==> config.mk <==
export PLATFORM = sky130hd
export DESIGN_NAME = average_rate_send_pacer_core
export DESIGN_NICKNAME = d
export VERILOG_FILES = /design/src/arsp_pkg.sv /design/src/arsp_ledger.sv /design/src/average_rate_send_pacer_core.sv
export SDC_FILE = /design/constraint.sdc
export NUM_CORES = 2
export LEC_CHECK = 0
export ABC_CLOCK_PERIOD_IN_PS = 17600
export BUFFER_PORTS_ARGS = -buffer_cell sky130_fd_sc_hd__clkbuf_2
export CAP_MARGIN = 30
export CORE_MARGIN = 5
export CORE_UTILIZATION = 51
export CTS_BUF_LIST = sky130_fd_sc_hd__clkbuf_16
export CTS_CLUSTER_SIZE = 30
export DETAILED_ROUTE_END_ITERATION = 7
export PLACE_DENSITY = 0.7
export SKIP_CTS_REPAIR_TIMING = 1
export SLEW_MARGIN = 20
export SYNTH_ARGS = -nofsm -noshare
export SYNTH_HDL_FRONTEND = slang
export SYNTH_SLANG_ARGS = --single-unit
==> constraint.sdc <==
create_clock -name clk -period 17.6 [get_ports clk]
set_clock_uncertainty 0.05 [all_clocks]
set_input_delay 3.52 -clock clk [delete_from_list [all_inputs] [get_ports clk]]
set_output_delay 3.52 -clock clk [all_outputs]
set_load 0.05 [all_outputs]
==> src/arsp_pkg.sv <==
// Package for the average-rate send pacer: field widths, codes, pipeline types.
// Used by arsp_ledger and average_rate_send_pacer_core; no dependencies.
`timescale 1ns / 1ps

package arsp_pkg;

	localparam int unsigned RATE_W    = 20;
	localparam int unsigned NOW_W     = 32;
	localparam int unsigned BYTES_W   = 24;
	localparam int unsigned TOTAL_W   = 48;
	localparam int unsigned PROD_W    = NOW_W + RATE_W;
	// floor(e*r*128/1000) > b  <=>  e*r*16 >= (b+1)*125
	localparam int unsigned CMP_SHIFT = 4;
	localparam int unsigned MS_SCALE  = 125;
	localparam int unsigned CMP_W     = 57;
	localparam int unsigned ADDX_W    = 31;

	localparam int unsigned APB_DW    = 32;
	localparam int unsigned APB_AW    = 3;

	localparam logic [APB_AW-3:0] REG_TARGET_RATE = '0;

	localparam logic MODE_PROBE   = 1'b0;
	localparam logic MODE_HUNGRY  = 1'b1;
	localparam logic STATUS_SENT  = 1'b0;
	localparam logic STATUS_BLOCK = 1'b1;

	typedef enum logic [1:0] {
		KIND_PROBE,
		KIND_RESTART,
		KIND_HUNGRY
	} item_kind_t;

	typedef struct packed {
		item_kind_t              kind;
		logic [PROD_W-1:0]       prod;
		logic [ADDX_W-1:0]       add_x125;
		logic [BYTES_W-1:0]      add;
	} ledger_req_t;

endpackage

==> src/arsp_ledger.sv <==
// Byte ledger of the pacer window: allowance compare, saturating charge, result register.
// Depends on arsp_pkg.
`timescale 1ns / 1ps

module arsp_ledger (
	input  logic                clk,
	input  logic                arst_n,
	input  logic                load,
	input  arsp_pkg::ledger_req_t req,
	output logic                status_q
);
	import arsp_pkg::*;

	logic [TOTAL_W-1:0] sent_q;
	// Threshold (sent + 1) * 125, kept alongside the byte count.
	logic [CMP_W-1:0]   thresh_q;
	// Set once the byte count reaches its ceiling: every probe is blocked from then until a restart.
	logic               full_q;

	logic [CMP_W-1:0]   scaled;
	logic               allow;
	logic [TOTAL_W:0]   sum;
	logic               sum_full;

	assign scaled   = CMP_W'({req.prod, {CMP_SHIFT{1'b0}}});
	assign allow    = !full_q && (scaled >= thresh_q);
	assign sum      = {1'b0, sent_q} + (TOTAL_W+1)'(req.add);
	assign sum_full = sum[TOTAL_W] || (&sum[TOTAL_W-1:0]);

	always_ff @(posedge clk or negedge arst_n) begin
		if (!arst_n) begin
			sent_q   <= '0;
			thresh_q <= CMP_W'(MS_SCALE);
			full_q   <= 1'b0;
			status_q <= STATUS_BLOCK;
		end else if (load) begin
			unique case (req.kind)
				KIND_RESTART: begin
					sent_q   <= '0;
					thresh_q <= CMP_W'(MS_SCALE);
					full_q   <= 1'b0;
					status_q <= STATUS_BLOCK;
				end
				KIND_PROBE: begin
					if (allow) begin
						sent_q   <= sum_full ? {TOTAL_W{1'b1}} : sum[TOTAL_W-1:0];
						thresh_q <= thresh_q + CMP_W'(req.add_x125);
						full_q   <= sum_full;
						status_q <= STATUS_SENT;
					end else begin
						status_q <= STATUS_BLOCK;
					end
				end
				default: begin
					status_q <= STATUS_BLOCK;
				end
			endcase
		end
	end

endmodule

==> src/average_rate_send_pacer_core.sv <==
// Top level of the average-rate send pacer: handshakes, APB register, window pipeline.
// Depends on arsp_pkg and arsp_ledger.
//
// Path: an input transfer is registered in stage 1, then in the ledger request, then in the output register.
// Throughput: one item per cycle unless out_stall holds the output; the three registered stages advance independently.
// The 32x20 elapsed-times-rate multiply owns the middle stage.
// Reset: rate 0, window marked hungry, byte count 0, pipeline empty.
`timescale 1ns / 1ps

module average_rate_send_pacer_core (
	input  logic                              clk,
	input  logic                              arst_n,
	input  logic                              psel,
	input  logic                              penable,
	input  logic                              pwrite,
	input  logic [arsp_pkg::APB_AW-1:0]       paddr,
	input  logic [arsp_pkg::APB_DW-1:0]       pwdata,
	output logic [arsp_pkg::APB_DW-1:0]       prdata,
	output logic                              pready,
	input  logic                              in_valid,
	output logic                              in_stall,
	input  logic                              mode,
	input  logic [arsp_pkg::NOW_W-1:0]        now_ms,
	input  logic [arsp_pkg::BYTES_W-1:0]      new_bytes,
	output logic                              out_valid,
	input  logic                              out_stall,
	output logic                              status
);
	import arsp_pkg::*;

	logic [RATE_W-1:0]  rate_q;
	logic               hungry_q;
	logic               rewritten_q;
	logic [NOW_W-1:0]   window_start_q;

	logic               v_s1;
	logic               v_s2;
	logic               out_valid_q;

	item_kind_t         kind_s1;
	logic [NOW_W-1:0]   elapsed_s1;
	logic [ADDX_W-1:0]  addx_s1;
	logic [BYTES_W-1:0] add_s1;

	ledger_req_t        req_s2;

	logic               cfg_wr;
	logic               reg_hit;
	logic               ready_out;
	logic               ready_s2;
	logic               ready_s1;
	logic               accept;
	logic               adv1;
	logic               adv2;
	item_kind_t         kind_in;

	assign pready  = 1'b1;
	assign reg_hit = (paddr[APB_AW-1:2] == REG_TARGET_RATE);
	assign cfg_wr  = psel && penable && pwrite && pready && reg_hit;
	assign prdata  = reg_hit ? APB_DW'(rate_q) : '0;

	assign ready_out = !out_valid_q || !out_stall;
	assign adv2      = v_s2 && ready_out;
	assign ready_s2  = !v_s2 || ready_out;
	assign adv1      = v_s1 && ready_s2;
	assign ready_s1  = !v_s1 || ready_s2;
	assign in_stall  = !ready_s1;
	assign accept    = in_valid && ready_s1;
	assign out_valid = out_valid_q;

	// The restart decision is made at the transfer, so later items already see the new window.
	always_comb begin
		priority if (mode == MODE_HUNGRY) begin
			kind_in = KIND_HUNGRY;
		end else if (hungry_q || rewritten_q) begin
			kind_in = KIND_RESTART;
		end else begin
			kind_in = KIND_PROBE;
		end
	end

	always_ff @(posedge clk or negedge arst_n) begin
		if (!arst_n) begin
			rate_q         <= '0;
			hungry_q       <= 1'b1;
			rewritten_q    <= 1'b0;
			window_start_q <= '0;
		end else begin
			if (accept) begin
				if (mode == MODE_HUNGRY) begin
					hungry_q <= 1'b1;
				end else begin
					hungry_q    <= 1'b0;
					rewritten_q <= 1'b0;
					if (kind_in == KIND_RESTART) begin
						window_start_q <= now_ms;
					end
				end
			end
			if (cfg_wr) begin
				rate_q      <= pwdata[RATE_W-1:0];
				rewritten_q <= 1'b1;
			end
		end
	end

	always_ff @(posedge clk or negedge arst_n) begin
		if (!arst_n) begin
			v_s1        <= 1'b0;
			v_s2        <= 1'b0;
			out_valid_q <= 1'b0;
		end else begin
			if (accept) begin
				v_s1 <= 1'b1;
			end else if (adv1) begin
				v_s1 <= 1'b0;
			end
			if (adv1) begin
				v_s2 <= 1'b1;
			end else if (adv2) begin
				v_s2 <= 1'b0;
			end
			if (adv2) begin
				out_valid_q <= 1'b1;
			end else if (!out_stall) begin
				out_valid_q <= 1'b0;
			end
		end
	end

	always_ff @(posedge clk) begin
		if (accept) begin
			kind_s1    <= kind_in;
			elapsed_s1 <= now_ms - window_start_q;
			addx_s1    <= ADDX_W'(new_bytes) * ADDX_W'(MS_SCALE);
			add_s1     <= new_bytes;
		end
		if (adv1) begin
			req_s2.kind     <= kind_s1;
			req_s2.prod     <= PROD_W'(elapsed_s1) * PROD_W'(rate_q);
			req_s2.add_x125 <= addx_s1;
			req_s2.add      <= add_s1;
		end
	end

	arsp_ledger u_ledger (
		.clk      (clk),
		.arst_n   (arst_n),
		.load     (adv2),
		.req      (req_s2),
		.status_q (status)
	);

endmodule

==> reports/metrics.yaml <==
grt:
  overflow: 0
  grt_start_max_net_pins: 74
  grt.total_usage: 0.2284
  grt_pass1_wl_mm: 169.1
  antenna_found_initial: 3
  grt_pass1_vias: 32870
yosys:
  synth-xor-area-share: 0.03324
  synthArstFlopShare: 0.4581
  ys_warn_count: 0
  synthCells: 4395
  synth_flop_cell: "edfxtp_1"
  synth-edff-count: 194
  seq_area_frac_synth: 0.2300
  syn-cell-area_mm2: 0.04321
  synth-compound-area-share: 0.09885
  ys_types: 84
  avgSynthCellArea_um2: 9.833
  synthSimpleGateAreaFrac: 0.1453
  synthAdderAreaFrac: 0.3964
  synth_top_family_by_area: "adder cells"
  muxShareOfSynthArea: 0.01425
  synth_seq_cells: 358
cells_and_area:
  final_nets: 5502
  design_area_mm2: 0.04627
  area_delta_synth_final_pct: 7.082
  drive_above_1_share: 0.07381
job:
  maxCapViolations: 0
placement:
  dp_hpwl_mm: 74.59
  placed_area_mm2: 0.04476
  gp_congestion: 0.8805
  io_buffers: 107
worst_setup_path:
  required_ns: 17.89
  reg2reg_depth: 25
  crit_top_cell: "fa_1"
  critPathCaptureType: "register"
  max_stage_delay_ns: 0.77
  setup.worst_path.class: "register to register"
  rrSetupSlack_ns: 9.23
  cp_max_fo: 20
  critPathSlowestCell: "dfrtp_1"
  arrival_ns: 8.66
  worst_setup_path_start_kind: "register"
die:
  die_area_mm2: 0.09066
  die_y_um: 301.1
  die_width_um: 301.1
  coreArea_mm2: 0.08382
  start_util: 0.5156
  row_count: 106
  io_pins: 135
detailed_routing:
  first_iter_violations: 2039
  ant_nets: 0
  dr.pass1.iters: 7
  wirelength_mm: 100.8
  viasPerCell: 5.572
  via_count: 31080
  route.detailed.wl_per_inst_um: 18.06
  drc: 0
timing:
  finalHoldViolations: 0
  min_period_ns: 8.368
  rsz0062_at_grt: "false"
  final_max_slew_viol_count: 0
  relSlewSlack: 0.2895
  setup_viol: 0
  fin_crit_sh: 0.4754
  setup-tns-final_ns: 0
  fmax_mhz: 119.5
  worst_slew_pin_slew_ns: 1.039
clock_tree:
  clk_transition_reported_paths_ns: 0.06
  htreeDepth: 2
  clk_latency_ns: 0.61
  cts_max_path_buffers: 3
  cts-buffers-inserted: 44
  cts_tree: "yes"
  cts.sinks: 358
  cts-root-buf: "clkbuf_16"
worst_hold_path:
  holdCritPathClass: "register to register"
  holdPathStages: 0
run_status:
  status: "finished clean"
## path summary, 6_finish.rpt
| kind | from | to |
|---|---|---|
| setup / recovery | rate_q[2]$_DFFE_PN0P_ | req_s2[105]$_DFFE_PP_ |
| hold / removal | addx_s1[11]$_DFFE_PP_ | req_s2[35]$_DFFE_PP_ |
| setup reg to reg | rate_q[2]$_DFFE_PN0P_ | req_s2[105]$_DFFE_PP_ |
| hold reg to reg | addx_s1[11]$_DFFE_PP_ | req_s2[35]$_DFFE_PP_ |
| max in group asynchronous | arst_n | rate_q[11]$_DFFE_PN0P_ |
| min in group asynchronous | arst_n | u_ledger.sent_q[10]$_DFFE_PN0P_ |
## cells by family after synthesis
family                     after synthesis
and+or+nand+nor                       1251
adders and majority gates              994
buffers and inverters                  922
AOI/OAI and AO/OA                      649
DFF                                    358
xor gates and xnor gates               164
muxes                                   55
other                                    2
## worst max-delay path: cells and delay by family (launching register included)
family / cells / cell delay [ns]
fa+ha+maj: 8 / 3.73
compound gates: 5 / 1.99
flops: 1 / 0.77
simple gates: 4 / 0.77
buf+inv: 7 / 0.67
mux: 1 / 0.14
## per-layer routing
layer | wire length [um] | track usage | vias to the layer above
met3 | 6791 | 0.03815 | 160
met4 | 2226 | 0.05340 | 0
met2 | 48270 | 0.3859 | 953
met1 | 43460 | 0.3118 | 15660
li1 | - | - | 14310
met5 | 0 | 0 | -
## Yosys cell counts (17+ instances only)
library cell | n | area share
nand4_1 | 42 | 0.0061
o21bai_1 | 20 | 0.0035
nor2_1 | 128 | 0.011
o211ai_1 | 29 | 0.0050
nand2_1 | 473 | 0.041
or3_1 | 24 | 0.0035
and2_1 | 320 | 0.046
ha_1 | 369 | 0.11
fa_1 | 625 | 0.29
o21ai_0 | 107 | 0.012
dfrtp_1 | 156 | 0.090
a31oi_1 | 17 | 0.0025
a21o_1 | 79 | 0.014
edfxtp_1 | 194 | 0.13
nand3_1 | 50 | 0.0058
xnor2_1 | 114 | 0.023
nand2b_1 | 25 | 0.0036
inv_1 | 717 | 0.062
clkbuf_1 | 173 | 0.015
a21oi_1 | 189 | 0.022
nor4_1 | 29 | 0.0042
xor2_1 | 50 | 0.010
o21a_1 | 30 | 0.0052
o22ai_1 | 24 | 0.0035
and3_1 | 28 | 0.0041
a221o_1 | 19 | 0.0044
nor3_1 | 50 | 0.0058
nor2b_1 | 36 | 0.0052
mux2_2 | 52 | 0.014
a211oi_1 | 28 | 0.0049
## final cells by class
cell class              instances  area, um2
diodes                          1      2.502
clock buffers                  45       1126
clock inverters                36      272.8
fillers                      7405      37550
inverters                     717       2694
multi-input cells            3126      29790
flip-flops and latches        358       9941
well taps                    1134       1419
repair buffers                162       1031
## sequential cells by signal, summed over array words and instances, names as in the netlist, 2 cells and up
signal / count
window_start_q: 32
elapsed_s1: 32
add_s1: 22
rate_q: 20
kind_s1: 2
u_ledger.sent_q: 48
u_ledger.thresh_q: 57
req_s2: 107
addx_s1: 31
## through the flow
step | worst slack [ns] | hold slack (ns) | utilization | std cells
after CTS | 9.217 | 0.3627 | 0.5506 | 5571
after global placement | 9.095 | 0.3503 | 0.5336 | 5488
after detailed placement | 9.075 | 0.3545 | 0.5339 | 5490
final | 9.232 | 0.3645 | 0.5521 | 5579
after global routing | 8.706 | 0.3667 | 0.5520 | 5578
after floorplan | 9.613 | 0.3503 | - | 4406
## layout by cell type (no fill, tap or decap), types with 25 or more instances in the layout
cell,instances
nor3_1,50
o21a_1,30
dfrtp_1,155
edfxtp_1,194
nand4_1,42
inv_1,720
a211oi_1,28
xor2_1,50
o21ai_0,107
mux2_2,52
nand2b_1,25
a21o_1,79
clkbuf_2,106
nor4_1,29
buf_4,46
and2_1,319
nor2b_1,36
nand2_1,472
and3_1,28
xnor2_1,114
ha_1,369
nor2_1,126
nand3_1,50
o211ai_1,29
a21oi_1,189
fa_1,625
clkbuf_16,45
Power is not shown: default switching activity piles up to over one toggle a cycle in this logic, so the estimate is an artifact.
